## src/sv/assert_macros.svh

```systemverilog
// assertion helpers, empty when SYNTH is defined
`ifndef ASSERT_MACROS_SVH
`define ASSERT_MACROS_SVH

`ifndef SYNTH
`define ASSERT_IMPLIES(lbl, clk, rst, ante, cons) \
  lbl: assert property (@(posedge clk) disable iff (rst) (ante) |-> (cons)) \
    else $error("assertion failed");
`define ASSERT_NEXT(lbl, clk, rst, ante, cons) \
  lbl: assert property (@(posedge clk) disable iff (rst) (ante) |=> (cons)) \
    else $error("assertion failed");
`else
`define ASSERT_IMPLIES(lbl, clk, rst, ante, cons)
`define ASSERT_NEXT(lbl, clk, rst, ante, cons)
`endif

`endif

```

## src/sv/strlit_pkg.sv

```systemverilog
`timescale 1ns / 1ps

package strlit_pkg;

  localparam int QDEPTH = 4;
  localparam int QPTR_W = $clog2(QDEPTH);
  localparam int QCNT_W = QPTR_W + 1;

  localparam logic [1:0] KIND_DATA   = 2'd0;
  localparam logic [1:0] KIND_CLOSED = 2'd1;
  localparam logic [1:0] KIND_UNTERM = 2'd2;

  localparam logic [7:0] CH_ZERO  = 8'h30;
  localparam logic [7:0] CH_BSL   = 8'h5c;
  localparam logic [7:0] CH_QUOTE = 8'h22;
  localparam logic [7:0] CH_SLASH = 8'h2f;
  localparam logic [7:0] CH_LF    = 8'h0a;
  localparam logic [7:0] CH_A     = 8'h61;
  localparam logic [7:0] CH_B     = 8'h62;
  localparam logic [7:0] CH_F     = 8'h66;
  localparam logic [7:0] CH_N     = 8'h6e;
  localparam logic [7:0] CH_R     = 8'h72;
  localparam logic [7:0] CH_T     = 8'h74;
  localparam logic [7:0] CH_V     = 8'h76;
  localparam logic [7:0] BEL      = 8'h07;
  localparam logic [7:0] BS       = 8'h08;
  localparam logic [7:0] FF       = 8'h0c;
  localparam logic [7:0] CR       = 8'h0d;
  localparam logic [7:0] HT       = 8'h09;
  localparam logic [7:0] VT       = 8'h0b;

  typedef enum logic [3:0] {
    MODE_NORMAL = 4'b0001,
    MODE_ESCAPE = 4'b0010,
    MODE_OCT1   = 4'b0100,
    MODE_OCT2   = 4'b1000
  } mode_t;

  typedef struct packed {
    logic [1:0] kind;
    logic [7:0] data;
    logic       last;
  } res_t;

  typedef struct packed {
    logic [1:0] cnt;
    res_t       r0;
    res_t       r1;
  } dec_out_t;

endpackage

```

## src/sv/strlit_core.sv

```systemverilog
`timescale 1ns / 1ps

module strlit_core (
  input  logic                 clk,
  input  logic                 rst,
  input  logic                 take,
  input  logic [7:0]           in_byte,
  input  logic                 end_of_input,
  output strlit_pkg::dec_out_t dec
);
  import strlit_pkg::*;

  mode_t      mode, mode_next;
  logic [7:0] octal_value, octal_value_next;
  logic       digit;
  logic [7:0] oct_acc;

  // normal text handling, returns the result for a byte outside an escape
  function automatic res_t normal_res(input logic [7:0] b, input logic eoi);
    res_t r;
    r.last = 1'b1;
    r.data = 8'h00;
    if (eoi || b == CH_LF) begin
      r.kind = KIND_UNTERM;
    end else if (b == CH_QUOTE) begin
      r.kind = KIND_CLOSED;
    end else begin
      r.kind = KIND_DATA;
      r.data = b;
    end
    return r;
  endfunction

  assign digit   = (in_byte[7:3] == CH_ZERO[7:3]);
  assign oct_acc = {octal_value[4:0], in_byte[2:0]};

  always_comb begin
    mode_next        = mode;
    octal_value_next = octal_value;
    dec              = '0;
    unique case (mode)
      MODE_NORMAL: begin
        if (!end_of_input && in_byte == CH_BSL) begin
          mode_next = MODE_ESCAPE;
        end else begin
          dec.cnt = 2'd1;
          dec.r0  = normal_res(in_byte, end_of_input);
          if (dec.r0.kind != KIND_DATA) begin
            octal_value_next = 8'h00;
          end
        end
      end
      MODE_ESCAPE: begin
        if (end_of_input) begin
          dec.cnt          = 2'd2;
          dec.r0           = '{kind: KIND_DATA, data: CH_BSL, last: 1'b0};
          dec.r1           = '{kind: KIND_UNTERM, data: 8'h00, last: 1'b1};
          mode_next        = MODE_NORMAL;
          octal_value_next = 8'h00;
        end else if (digit) begin
          octal_value_next = {5'd0, in_byte[2:0]};
          mode_next        = MODE_OCT1;
        end else begin
          mode_next = MODE_NORMAL;
          dec.cnt   = 2'd1;
          dec.r0    = '{kind: KIND_DATA, data: in_byte, last: 1'b1};
          unique case (in_byte)
            CH_BSL, CH_QUOTE, CH_SLASH: dec.r0.data = in_byte;
            CH_A:    dec.r0.data = BEL;
            CH_B:    dec.r0.data = BS;
            CH_F:    dec.r0.data = FF;
            CH_N:    dec.r0.data = CH_LF;
            CH_R:    dec.r0.data = CR;
            CH_T:    dec.r0.data = HT;
            CH_V:    dec.r0.data = VT;
            default: begin
              dec.cnt = 2'd2;
              dec.r0  = '{kind: KIND_DATA, data: CH_BSL, last: 1'b0};
              dec.r1  = '{kind: KIND_DATA, data: in_byte, last: 1'b1};
            end
          endcase
        end
      end
      MODE_OCT1, MODE_OCT2: begin
        if (!end_of_input && digit) begin
          if (mode == MODE_OCT2) begin
            dec.cnt          = 2'd1;
            dec.r0           = '{kind: KIND_DATA, data: oct_acc, last: 1'b1};
            mode_next        = MODE_NORMAL;
            octal_value_next = 8'h00;
          end else begin
            octal_value_next = oct_acc;
            mode_next        = MODE_OCT2;
          end
        end else begin
          octal_value_next = 8'h00;
          dec.r0           = '{kind: KIND_DATA, data: octal_value, last: 1'b1};
          if (!end_of_input && in_byte == CH_BSL) begin
            dec.cnt   = 2'd1;
            mode_next = MODE_ESCAPE;
          end else begin
            dec.cnt     = 2'd2;
            dec.r0.last = 1'b0;
            dec.r1      = normal_res(in_byte, end_of_input);
            mode_next   = MODE_NORMAL;
          end
        end
      end
      default: begin
        mode_next        = MODE_NORMAL;
        octal_value_next = 8'h00;
      end
    endcase
  end

  always_ff @(posedge clk) begin
    if (rst) begin
      mode        <= MODE_NORMAL;
      octal_value <= 8'h00;
    end else if (take) begin
      mode        <= mode_next;
      octal_value <= octal_value_next;
    end
  end

endmodule

```

## src/sv/strlit_obuf.sv

```systemverilog
`timescale 1ns / 1ps

module strlit_obuf (
  input  logic                 clk,
  input  logic                 rst,
  input  logic                 push,
  input  strlit_pkg::dec_out_t dec,
  output logic                 room,
  output logic                 valid,
  input  logic                 pop_ready,
  output strlit_pkg::res_t     head
);
  import strlit_pkg::*;

  res_t              q [QDEPTH];
  logic [QPTR_W-1:0] wr_ptr, rd_ptr;
  logic [QCNT_W-1:0] count, count_next;
  logic [1:0]        nput;
  logic              pop;

  // two free slots needed for the worst transaction
  assign room  = (count <= QCNT_W'(QDEPTH - 2));
  assign valid = (count != '0);
  assign pop   = valid && pop_ready;
  assign nput  = push ? dec.cnt : 2'd0;
  assign head  = q[rd_ptr];

  assign count_next = count + QCNT_W'(nput) - QCNT_W'(pop);

  always_ff @(posedge clk) begin
    if (nput != 2'd0) begin
      q[wr_ptr] <= dec.r0;
    end
    if (nput == 2'd2) begin
      q[wr_ptr + QPTR_W'(1)] <= dec.r1;
    end
  end

  always_ff @(posedge clk) begin
    if (rst) begin
      wr_ptr <= '0;
      rd_ptr <= '0;
      count  <= '0;
    end else begin
      wr_ptr <= wr_ptr + QPTR_W'(nput);
      rd_ptr <= rd_ptr + QPTR_W'(pop);
      count  <= count_next;
    end
  end

endmodule

```

## src/sv/string_literal_escape_decoder_top.sv

```systemverilog
`timescale 1ns / 1ps
// channel   direction  tdata             tuser             tlast
// s_axis    in         in_byte [7:0]     end_of_input [0]  -
// m_axis    out        out_byte [7:0]    out_kind [1:0]    last
//
// one input transaction per cycle while the output queue has room; the mode register updates in the same cycle
// an input yields zero, one or two results, each leaving as its own transaction
// results wait in a four-entry output queue; input stalls when fewer than two entries are free
// synchronous active-high reset returns to normal text mode with the queue empty

module string_literal_escape_decoder_top (
  input  logic       clk,
  input  logic       rst,
  input  logic       s_axis_tvalid,
  output logic       s_axis_tready,
  input  logic [7:0] s_axis_tdata,   // in_byte
  input  logic       s_axis_tuser,   // end_of_input
  output logic       m_axis_tvalid,
  input  logic       m_axis_tready,
  output logic [7:0] m_axis_tdata,   // out_byte
  output logic [1:0] m_axis_tuser,   // out_kind
  output logic       m_axis_tlast
);
  import strlit_pkg::*;
  `include "assert_macros.svh"

  dec_out_t dec;
  res_t     head;
  logic     take;

  assign take = s_axis_tvalid && s_axis_tready;

  strlit_core u_core (
    .clk          (clk),
    .rst          (rst),
    .take         (take),
    .in_byte      (s_axis_tdata),
    .end_of_input (s_axis_tuser),
    .dec          (dec)
  );

  strlit_obuf u_obuf (
    .clk       (clk),
    .rst       (rst),
    .push      (take),
    .dec       (dec),
    .room      (s_axis_tready),
    .valid     (m_axis_tvalid),
    .pop_ready (m_axis_tready),
    .head      (head)
  );

  assign m_axis_tdata = head.data;
  assign m_axis_tuser = head.kind;
  assign m_axis_tlast = head.last;

  `ASSERT_IMPLIES(a_full_has_data, clk, rst, !s_axis_tready, m_axis_tvalid)
  `ASSERT_NEXT(a_empty_after_reset, clk, 1'b0, rst, !m_axis_tvalid)
  `ASSERT_IMPLIES(a_kind_legal, clk, rst, m_axis_tvalid, m_axis_tuser != 2'd3)
  `ASSERT_IMPLIES(a_report_shape, clk, rst,
    m_axis_tvalid && m_axis_tuser != KIND_DATA, m_axis_tdata == 8'h00 && m_axis_tlast)

endmodule

```

## config.mk

```make
export PLATFORM = sky130hd
export DESIGN_NAME = string_literal_escape_decoder_top
export DESIGN_NICKNAME = d
export VERILOG_FILES = /design/src/sv/strlit_pkg.sv /design/src/sv/strlit_core.sv /design/src/sv/strlit_obuf.sv /design/src/sv/string_literal_escape_decoder_top.sv
export VERILOG_INCLUDE_DIRS = /design/src /design/src/sv
export SDC_FILE = /design/constraint.sdc
export NUM_CORES = 1
export LEC_CHECK = 0
export BUFFER_PORTS_ARGS = -buffer_cell sky130_fd_sc_hd__buf_2
export CORE_ASPECT_RATIO = 1.75
export CORE_MARGIN = 2
export CORE_UTILIZATION = 61
export DETAILED_ROUTE_END_ITERATION = 7
export PLACE_DENSITY = 0.8
export SLEW_MARGIN = 10
export SYNTH_ARGS = -nofsm -noshare
export SYNTH_HDL_FRONTEND = slang
export SYNTH_SLANG_ARGS = --single-unit
```

## constraint.sdc

```tcl
create_clock -name clk -period 4.3 [get_ports clk]
set_input_delay 0.43 -clock clk [delete_from_list [all_inputs] [get_ports clk]]
set_output_delay 0.43 -clock clk [all_outputs]
set_load 0.03 [all_outputs]
```

# Word level (Yosys, flattened, before mapping)
# Memories as Yosys holds them, arrays and structs flattened. A register that Yosys moved wholly into a read port is not among the register bits.
# Cells that the tools add are included.
[totals]
output_inout_bits = 13
inputBits = 13
wordCells = 86
n_memories = 1
regBits = 19
mem_bits_rw = 44
[classes]
reduce_logical = 14
n_lt_le_gt_ge = 1
n_eq_ne = 21
add_sub_neg = 5
muxes = 39
[memory_table]
columns = ["name", "depth", "width", "read_ports", "rd_ports_with_merged_regs", "wr", "line_no", "text"]
rows = [
  ["u_obuf.q", 4, 11, 1, 1, 2, "strlit_obuf.sv:15", "res_t q [QDEPTH];"],
]
[op_table]
columns = ["operator", "n"]
rows = [
  ["8-bit by 7-bit == test with 1-bit output, second input constant", 8],
  ["8-bit two-way mux", 8],
  ["8-bit case mux with 8 select lines", 1],
  ["12-bit two-way mux", 4],
  ["24-bit two-way mux", 2],
  ["13-bit case mux with 3 select lines", 1],
  ["8-bit case mux with 3 select lines", 1],
  ["11-bit case mux with 2 select lines", 1],
  ["4-bit two-way mux", 5],
  ["8-bit by 6-bit == test with 1-bit output, second input constant", 2],
  ["2-bit two-way mux", 7],
  ["13-bit two-way mux", 1],
  ["4-bit case mux with 3 select lines", 1],
  ["11-bit two-way mux", 1],
  ["10-bit OR reduction", 1],
  ["8-bit by 4-bit == test with 1-bit output, second input constant", 1],
  ["5-bit by 3-bit == test with 1-bit output, second input constant", 1],
  ["1-bit two-way mux", 5],
  ["4-bit by 1-bit == test with 1-bit output, second input constant", 1],
  ["4-bit by 2-bit == test with 1-bit output, second input constant", 1],
  ["4-bit by 3-bit == test with 1-bit output, second input constant", 1],
  ["4-bit == test, second input constant", 1],
  ["1-bit logical AND", 4],
  ["2-bit by 1-bit inequality test with 1-bit output, second input constant", 2],
  ["other kinds (18)", 19],
]

# Longest topological paths before layout
# Gate-level depths: netlist of the first run.
[logic_depth]
depth_word = 11
depth_mapped = 14
depth_no_buf = 12

# Hierarchy
# From an unflattened synthesis of the first run, not the netlist that was laid out.
[hier_totals]
hier_cells = 343
area_unflattened_um2 = 3912.5
[modules_own_cells]
columns = ["mod", "area_each_um2", "n_inst", "seq_area_each_um2", "cells_each"]
rows = [
  ["strlit_obuf", 2611.3, 1, 1461.4, 161],
  ["strlit_core", 1295.0, 1, 240.2, 181],
  ["string_literal_escape_decoder_top", 6.3, 1, 0.0, 1],
]

# Worst setup path before layout of the first run
# OpenSTA, ideal clock, no wires.
[synth_timing]
kind = "reg-to-reg"
start = "reg u_obuf.count[1]"
end = "reg u_obuf.count[2]"
arrival_time_ns = 3.129
synth_period_minus_slack_ns = 3.256
stages_incl_launch_ff = 12
path_buffers = 1
t_required_ns = 4.172
setup_time_ns = 0.128
slack_ns = 1.044
cell_sequence = "dfxtp_1 a21oi_1 and2_1 clkbuf_2 o211ai_4 nor4_1 nor2_1 ha_1 fa_1 xnor2_1 xnor2_1 nor2_1"
[synth_between]
elab_chain_cells = 5
word_cells_on_any_way = 7
cone_classes = "add/sub (2); order compare (1); mux (1); reduce/logical (3)"
[synth_lines]
columns = ["item", "line_no", "text"]
rows = [
  ["from (decl)", "strlit_obuf.sv:17", "logic [QCNT_W-1:0] count, count_next;"],
  ["from (signal assigned)", "strlit_obuf.sv:47", "count <= count_next;"],
  ["3-bit by 2-bit less-or-equal comparator with 1-bit output", "strlit_obuf.sv:22", "assign room = (count <= QCNT_W'(QDEPTH - 2));"],
  ["via s_axis_tready", "string_literal_escape_decoder_top.sv:15", "output logic s_axis_tready,"],
  ["1-bit logical AND", "string_literal_escape_decoder_top.sv:31", "assign take = s_axis_tvalid && s_axis_tready;"],
  ["2-bit two-way mux", "strlit_obuf.sv:25", "assign nput = push ? dec.cnt : 2'd0;"],
  ["3-bit by 2-bit adder with 3-bit output", "strlit_obuf.sv:28", "assign count_next = count + QCNT_W'(nput) - QCNT_W'(pop);"],
  ["3-bit by 1-bit subtractor with 3-bit output", "strlit_obuf.sv:28", ""],
]
# The timed path passes the listed nets, and every way through them passes these cells.
# A chain may end at the register's enable or synchronous reset.

# Final worst setup path of the first run
[layout_timing]
start = "reg u_core.mode[0]"
end = "reg u_obuf.count[2]"
[layout_between]
elab_chain_cells = 7
word_cells_on_any_way = 11
cone_classes = "add/sub (2); eq/ne (4); mux (4); reduce/logical (1)"
[layout_lines]
columns = ["item", "line_no", "text"]
rows = [
  ["from (decl)", "strlit_core.sv:13", "mode_t mode, mode_next;"],
  ["from (signal assigned)", "strlit_core.sv:121", "mode <= mode_next;"],
  ["4-bit == test", "strlit_core.sv:41, strlit_core.sv:86", ""],
  ["12-bit two-way mux", "strlit_core.sv:86", "if (mode == MODE_OCT2) begin"],
  ["13-bit two-way mux", "strlit_core.sv:85", "if (!end_of_input && digit) begin"],
  ["13-bit case mux with 3 select lines (*)", "strlit_core.sv:41", "unique case (mode)"],
  ["2-bit two-way mux (*)", "strlit_obuf.sv:25", ""],
  ["3-bit by 2-bit adder with 3-bit output (*)", "strlit_obuf.sv:28", ""],
  ["3-bit by 1-bit subtractor with 3-bit output (*)", "strlit_obuf.sv:28", ""],
]
# Mark *: on every way between the ends. The rest lies on a longest branch, timed or not.

==> results of run 1 <==
-- layout make-up --
cell class	count	area, sq um
sequential	63	1700
tap	82	103
clock inverter	5	72.6
multi-input combinational	285	2140
fill	507	1950
timing repair buffer	35	200
inverter	11	41.3
clock buffer	11	233
-- synthesized netlist by cell type, types with 4 or more instances --
| master | n | area [sq um] |
|---|---|---|
| mux2i_1 | 28 | 280 |
| or3_1 | 4 | 25.0 |
| nand4_1 | 11 | 68.8 |
| mux2_4 | 4 | 60.1 |
| nand3_1 | 15 | 75.1 |
| nand2_1 | 34 | 128 |
| nor2b_1 | 10 | 62.6 |
| edfxtp_1 | 44 | 1320 |
| o31ai_1 | 5 | 37.5 |
| and3_1 | 6 | 37.5 |
| xnor2_1 | 5 | 43.8 |
| a31oi_1 | 4 | 25.0 |
| inv_1 | 11 | 41.3 |
| ha_1 | 5 | 62.6 |
| a21oi_1 | 26 | 130 |
| a221oi_1 | 4 | 35.0 |
| buf_1 | 4 | 15.0 |
| dfxtp_1 | 19 | 380 |
| nand2b_1 | 4 | 25.0 |
| a21oi_4 | 4 | 65.1 |
| clkbuf_1 | 14 | 52.6 |
| mux4_2 | 11 | 248 |
| nor2_1 | 20 | 75.1 |
| nor3_1 | 6 | 30.0 |
| o21ai_0 | 25 | 125 |
| buf_2 | 5 | 25.0 |
-- report_power, final --
| part | leakage, nW | switching [mW] | total (mW) | internal, mW |
|---|---|---|---|---|
| Clock | 0.149 | 0.255 | 0.757 | 0.502 |
| Combinational | 0.728 | 0.315 | 0.526 | 0.210 |
| Sequential | 0.560 | 0.0596 | 0.780 | 0.721 |
| Total | 1.44 | 0.630 | 2.06 | 1.43 |
-- cells by family (layout without fill, tap and decap cells) --
logic type                 Yosys count  in the layout
and+or+nand+nor                    131            131
AOI/OAI and AO/OA                   97             97
DFF                                 63             63
muxes                               44             44
buffers and inverters               38             62
xor gates and xnor gates             7              7
adders and majority gates            6              6
-- how the worst max path moves through the flow --
stage / depth (start not counted) / slack (ns) / end / from
after detailed placement: 11 / 0.64 / u_obuf.count[2]$_SDFF_PP0_ / s_axis_tdata[1]
after floorplan: 11 / 1.04 / u_obuf.count[2]$_SDFF_PP0_ / u_obuf.count[1]$_SDFF_PP0_
after global routing: 9 / 0.61 / u_obuf.count[2]$_SDFF_PP0_ / u_core.mode[1]$_SDFFE_PP0P_
after global placement: 11 / 0.74 / u_obuf.count[2]$_SDFF_PP0_ / s_axis_tdata[1]
after CTS: 9 / 0.81 / u_obuf.count[2]$_SDFF_PP0_ / u_core.mode[0]$_SDFFE_PP1P_
final: 9 / 0.76 / u_obuf.count[2]$_SDFF_PP0_ / u_core.mode[0]$_SDFFE_PP1P_
-- per-stage QoR --
step | total power [mW] | cell area (sq um) | util (%) | setup slack, ns
finish | 2.06 | 4490 | 69.7 | 0.764
global route | 2.14 | 4490 | 69.7 | 0.606
CTS | 2.08 | 4490 | 69.7 | 0.807
detailed placement | 1.32 | 4190 | 65.0 | 0.636
global placement | 1.30 | 4190 | 65.0 | 0.737
floorplan | 1.18 | 4010 | - | 1.04
-- worst register-to-register path, stage by stage, from the launching register on --
cell and delay, ns:
dfxtp_1 0.42, nor4b_4 0.78, o211ai_4 0.15, nor4_1 0.65, nor2_1 0.24, ha_1 0.37
fa_1 0.44, xnor2_1 0.18, xnor2_1 0.14, nor2_1 0.05
-- flip-flops by register name, indices dropped and copies added (netlist names) --
signal and flops:
u_obuf.wr_ptr 2, u_obuf.count 3, u_obuf.q 44, u_core.octal_value 8, u_obuf.rd_ptr 2, u_core.mode 4
-- routing by layer --
layer	track usage (%)	wire, microns
met4	17.8	444
met3	5.89	514
met5	0	0
met1	31.8	3670
met2	52.2	5570
==> implementation parameters, run 1 <==
Parameter                              Value

GRT
  Pin count of the biggest net entering global routing ... 20
  Via count of the first global-routing pass ... 3,205
  Aggregate global routing overflow ... 0
  All-layer global routing usage ... 29.8%
  First-pass GRT wire length ... 16.2 mm
  Initial antenna violation count ... 0

Yosys
  Post-synth cell types ... 63
  Area of the mapped netlist ... roughly 4000 sq um
  FF+latch count, synth ... 63
  Avg Cell Area, Syn ... 10.4 sq um
  Net count after synthesis ... 405
  Synth Area in XOR/XNOR ... 1.53%
  Adder-cell share of the synthesized area ... under 10%
  Number of warning messages in the yosys log ... 0
  Mux contribution to synthesized area ... roughly 15%
  Fraction of the mapped netlist area in simple logic gates ... 18.0%
  Main combinational cell family by area after synthesis ... simple AND/OR/NAND/NOR gates
  Gate count after technology mapping ... ~390
  Async S/R FF share, synth ... 0%
  Area fraction in compound gates after synthesis ... around 17%
  Sequential area share after synthesis ... 42.4%
  Number of enable flip-flop cells after synthesis ... 44
  Primary FF master, synth ... edfxtp_1

Floorplan
  Width of the chip ... around 65 microns
  Row count ... 39
  Initial Utilization ... 62.3%
  Floorplan die area ... just over 7000 sq um
  Y dimension of the die ... 111 microns
  Std-Cell Core Area ... 6440 sq um
  I/O pin total ... 26

Timing
  Setup violations, final ... 0
  Post-layout min period ... 3.54 ns
  Unrepaired setup endpoints after global routing ... no
  Max-slew headroom ... 44.6%
  Max-slew violations ... 0
  Post-route setup TNS ... 0 ns
  Final hold violation count ... 0
  Period utilization ... approximately 80%
  Highest Clock Rate ... 283 MHz
  Worst hold margin ... between 0.4 and 0.5 ns
  Worst clock skew ... 0.00529 ns
  Transition at the pin with the smallest max-transition slack ... 0.830 ns

Run
  Number of violations of the max-capacitance limit ... 0

Placed design
  Post-DP HPWL ... 7.36 mm
  Weighted congestion reported at the end of routability-driven placement ... 0.971
  Cell Count Post-Placement ... 476
  IO Port Bufs ... 25

Pwr
  IR Drop Worst-Case VDD ... 0.000284 V
  Power Density ... ~460 nW/um^2
  Static leakage ... between 1 and 1.5 nW

Detailed routing
  DRT antenna net count ... 0
  Mean routed wirelength per cell ... ~21 microns
  Routed via count ... 3,263
  DRT iter0 DRCs ... 298
  Total length of routed wires ... 10.2 mm
  Via-to-Cell Ratio ... 6.63
  Initial DRT Pass Iterations ... 5
  Detailed-route DRC error count ... 0

Setup path
  Largest stage delay on the critical path ... 0.78 ns
  Worst Path Required ... 4.52 ns
  R2R setup slack ... 0.76 ns
  Worst reg2reg path endpoint ... u_obuf.count[2]$_SDFF_PP0_
  Largest delay share family, worst path ... simple AND/OR/NAND/NOR gates
  Chain of cells forming the critical path ... nor4b_4, o211ai_4, nor4_1, nor2_1, ha_1, fa_1, xnor2_1, xnor2_1, nor2_1
  Startpoint types ... flop
  Worst setup path category ... flop to flop
  Startpoint of the lowest-slack register-to-register path ... u_core.mode[0]$_SDFFE_PP1P_
  Count of cells along the worst register-to-register path ... 9
  Crit path max-delay cell type ... nor4b_4
  Worst path arrival time ... between 3 and 4 ns
  Largest fanout of any net on the critical path ... 13
  CP Capture Type ... flop
  Number of buffers and inverters on the critical path ... 0

Cells and area
  Number of antenna repair diodes ... 0
  Growth of design area from synthesis to finish ... 12.0%
  Share of cells above drive strength 1 ... about a fifth
  Most frequent cells in the layout ... 44 x edfxtp_1, 34 x nand2_1, 28 x mux2i_1
  Most frequent standard cell in the layout excluding fill and tap cells ... edfxtp_1
  Non-filler instance count after layout ... 492
  Final net count ... 424

Clocking
  Post-cts sizing count ... 0
  Hold buffers post-CTS ... 0
  Number of buffers inserted during clock tree synthesis ... 9
  Number of sinks driven by the clock tree ... 63
  Htree depth ... 3
  Max Buffers Root-to-Sink ... 2
  Post-CTS setup repair buffer count ... 0
  Clock transition at the registers of the reported paths ... 0.05 ns
  Root Buffer ... clkbuf_16
  Insertion delay of the later-clocked pin in the worst-skew pair ... 0.34 ns
  CTS tree ... done

Hold path
  Number of cells on the worst hold path ... 4
  Hold Crit Endpoint ... u_core.mode[2]$_SDFFE_PP0P_
  Path class of the lowest-slack min-delay path ... input pin to flop
  Source of the worst hold timing path ... s_axis_tvalid

Status
  Run status ... completed
No activity file was read; power rests on OpenSTA's default activity.
==> run 2: changes to the inputs <==
--- a/config.mk
+++ b/config.mk
@@ -6,6 +6,7 @@
 export SDC_FILE = /design/constraint.sdc
 export NUM_CORES = 1
 export LEC_CHECK = 0
+export ABC_AREA = 1
 export BUFFER_PORTS_ARGS = -buffer_cell sky130_fd_sc_hd__buf_2
 export CORE_ASPECT_RATIO = 1.75
 export CORE_MARGIN = 2
==> constraint.sdc (replaced) <==
create_clock -name clk -period 3.7 [get_ports clk]
set_input_delay 0.37 -clock clk [delete_from_list [all_inputs] [get_ports clk]]
set_output_delay 0.37 -clock clk [all_outputs]
set_load 0.03 [all_outputs]
==> run 2 against run 1 <==
First-iteration DRC count fell by 19%. Area after synthesis barely moved. Count of clock-buffer cells in the layout did not move. Via count rose by 11%. Global-route usage fell by 1.6 points. Critical endpoint is now m_axis_tdata[3]. Cell count rose by 32%. Hold slack got worse by 0.12 ns. Non-clock buffer count fell by 10. Total power rose by 60%. Register-to-register slack improved by 0.39 ns. Critical path type is now flop to output pin. Synthesized cell count rose by 40%.
==> implementation parameters, run 2 <==
Parameter                              Value

Hold path
  Number of cells on the worst hold path ... 2 (-2)
  Path class of the lowest-slack min-delay path ... input pin to flop

Clocking
  Htree depth ... 3 (unchanged)
  CTS tree ... done
  Number of buffers inserted during clock tree synthesis ... 9 (unchanged)
  Number of sinks driven by the clock tree ... 63 (unchanged)
  Clock transition at the registers of the reported paths ... 0.05 ns (about the same)
  Hold buffers post-CTS ... 0 (unchanged)
  Root Buffer ... clkbuf_16
  Post-CTS setup repair buffer count ... 0 (unchanged)
  Max Buffers Root-to-Sink ... 2 (unchanged)
  Insertion delay of the later-clocked pin in the worst-skew pair ... 0.33 ns (about the same)
  Post-cts sizing count ... 0 (unchanged)

Cells and area
  Most flop-heavy register ... u_obuf.q
  Area taken by flip-flops and latches ... 1700 sq um (unchanged)
  Max FFs per register ... 44 (unchanged)
  Most frequent cells in the layout ... 159 x nand2_1, 80 x nor2_1, 52 x inv_1
  Registers with the most flip-flops ... u_obuf.q: 44 flops, u_core.octal_value: 8 flops, u_core.mode: 4 flops
  Area of the multi-input gates ... 1990 sq um (-7.1%)
  Growth of design area from synthesis to finish ... 10.9%
  Non-filler instance count after layout ... 647 (+32%)
  Most frequent standard cell in the layout excluding fill and tap cells ... nand2_1
  Final net count ... 579 (+37%)
  Filler cells ... 556 (+9.7%)
  Share of cells above drive strength 1 ... 13.8% (-6.0 points)
  Number of antenna repair diodes ... 0 (unchanged)

Setup path
  Largest fanout of any net on the critical path ... 24 (+11)
  Worst setup path category ... flop to output pin
  Worst path arrival time ... 2.42 ns (-1.33 ns)
  Count of cells along the worst register-to-register path ... 15 (+6)
  CP Capture Type ... output pin
  Startpoint types ... flop
  Worst Path Required ... 3.33 ns (-1.19 ns)

Timing
  Setup violations, final ... 0 (unchanged)
  Period utilization ... around 75%
  Post-route setup TNS ... 0 ns (unchanged)
  Max-slew headroom ... 47.5% (+2.9 points)
  Worst clock skew ... 0.00522 ns (-0.0000737 ns)
  Post-layout min period ... 2.79 ns
  Highest Clock Rate ... around 360 MHz
  Unrepaired setup endpoints after global routing ... no
  Final hold violation count ... 0 (unchanged)
  Max-slew violations ... 0 (unchanged)
  Transition at the pin with the smallest max-transition slack ... 0.786 ns (-0.0440 ns)

GRT
  Pin count of the biggest net entering global routing ... 25 (+25%)
  Aggregate global routing overflow ... 0 (unchanged)
  Initial antenna violation count ... 0 (unchanged)
  First-pass GRT wire length ... 15.6 mm (-3.5%)
  Via count of the first global-routing pass ... 3,438 (+7.3%)
  All-layer global routing usage ... 28.2% (-1.6 points)

Detailed routing
  Detailed-route DRC error count ... 0 (unchanged)
  Via-to-Cell Ratio ... 5.60 (-16%)
  Routed via count ... 3,620 (+11%)
  Total length of routed wires ... 9.45 mm (-7.3%)
  Mean routed wirelength per cell ... 14.6 microns (-30%)
  Initial DRT Pass Iterations ... 5 (unchanged)
  DRT iter0 DRCs ... 241 (-19%)
  DRT antenna net count ... 0 (unchanged)

Yosys
  Main combinational cell family by area after synthesis ... simple AND/OR/NAND/NOR gates
  Sequential area share after synthesis ... 42.4% (about the same)
  Primary FF master, synth ... edfxtp_1
  Net count after synthesis ... 558 (+38%)
  Most numerous cell in the Yosys netlist ... nand2_1
  Synth Area in XOR/XNOR ... 0.874% (-0.65 points)
  Mux contribution to synthesized area ... 0% (-15 points)
  Number of enable flip-flop cells after synthesis ... 44 (unchanged)
  Post-synth cell types ... 35 (-44%)
  Adder-cell share of the synthesized area ... 2.06% (about the same)
  Post-synthesis cell type with the largest combined area ... edfxtp_1
  FF+latch count, synth ... 63 (unchanged)
  Avg Cell Area, Syn ... 7.44 sq um (-28%)
  Async S/R FF share, synth ... 0% (unchanged)
  Area of the mapped netlist ... 4010 sq um (about the same)
  Number of warning messages in the yosys log ... 0 (unchanged)
  Proportion of netlist area held by the largest area contributor ... 33.0% (about the same)
  Fraction of the mapped netlist area in simple logic gates ... 33.1% (+15 points)
  Area fraction in compound gates after synthesis ... 13.6% (-3.3 points)
  Synth area leaders ... edfxtp_1 33%, nand2_1 15%, dfxtp_1 9.5%, nor2_1 7.5%, o21ai_0 6.1%
  Most instantiated cells after synthesis ... 159 x nand2_1, 80 x nor2_1, 52 x inv_1
  Gate count after technology mapping ... 539 (+40%)

Placed design
  IO Port Bufs ... 25 (unchanged)
  Weighted congestion reported at the end of routability-driven placement ... 0.959 (-1.3%)
  Post-DP HPWL ... 7.27 mm (-1.3%)
  Cell Count Post-Placement ... 631 (+33%)

Floorplan
  Std-Cell Core Area ... 6440 sq um (unchanged)
  Y dimension of the die ... 111 microns (about the same)
  Row count ... 39 (unchanged)
  I/O pin total ... 26 (unchanged)
  Width of the chip ... 65.3 microns (about the same)
  Initial Utilization ... 62.2% (about the same)
  Floorplan die area ... 7260 sq um (about the same)

Pwr
  Static leakage ... 1.99 nW (+39%)
  IR Drop Worst-Case VDD ... 0.000512 V (+80%)
  Power Density ... 742 nW/um^2 (+62%)

Run
  Number of violations of the max-capacitance limit ... 0 (unchanged)

Status
  Run status ... completed
-- run 2: cell types whose count changed after synthesis, sizes merged, moves of 10 or more --
cell and delta:
nor2b -10, nand3 +18, mux2i -28, nand2 +137, o22ai +10, a21oi -18, o21ai +41, nor2 +64
inv +46, mux4 -11
-- run 2: final timing paths --
| kind | start | to | slack [ns] |
|---|---|---|---|
| setup reg to reg | u_core.mode[3]$_SDFFE_PP0P_ | u_obuf.count[2]$_SDFF_PP0_ | 1.15 |
| hold / removal | rst | u_obuf.count[1]$_SDFF_PP0_ | 0.33 |
| hold reg to reg | u_core.octal_value[6]$_SDFFE_PP0P_ | u_core.octal_value[6]$_SDFFE_PP0P_ | 0.49 |
| setup / recovery | u_obuf.rd_ptr[0]$_SDFF_PP0_ | m_axis_tdata[3] | 0.91 |
-- run 2: metrics by stage --
stage | setup WS, ns | util (%) | hold slack, ns | area, sq um | power [mW]
6_report | 0.914 | 69.0 | 0.332 | 4450 | 3.30
5_1_grt | 0.790 | 69.0 | 0.343 | 4450 | 3.52
4_1_cts | 0.934 | 69.0 | 0.330 | 4450 | 3.30
3_5_place_dp | 0.944 | 64.3 | 0.483 | 4140 | 2.44
3_3_place_gp | 0.991 | 64.3 | 0.469 | 4140 | 2.41
2_1_floorplan | 1.15 | - | 0.455 | 4010 | 2.12
-- run 2: cells by family (layout without fill, tap and decap cells) --
family	count (synthesis)	count (layout)
XOR/XNOR	4	4
flip-flops	63	63
buffers and inverters	74	100
AO/OA/AOI/OAI	97	97
adder cells (fa/ha/maj)	6	6
AND/OR/NAND/NOR	295	295
-- run 2: layer usage --
layer	track usage [%]	share of wire (%)	vias up
met5	0	0	-
met4	18.2	5.6	0
met3	5.58	3.7	45
met2	49.6	53	124
met1	29.2	37	1642
li1	-	-	1809
-- run 2: worst max-delay path: stages, from the launching register on --
cell and delay, ns:
dfxtp_1 0.82, inv_1 0.52, o21ai_0 0.43, o22ai_1 0.11
buf_2 0.19
-- run 2: power breakdown --
part,internal (mW),leakage [nW],switching [mW],total [mW]
combinational,0.402,1.28,0.935,1.34
clock,0.583,0.149,0.281,0.864
sequential,1.00,0.567,0.0987,1.10
-- run 2: cell type report --
class / count / area share, %
Multi-Input combinational cell: 402 / 44.7
Sequential cell: 63 / 38.3
Clock buffer: 11 / 5.24
Inverter: 59 / 5.01
Timing Repair Buffer: 25 / 2.81
Tap cell: 82 / 2.31
Clock inverter: 5 / 1.63
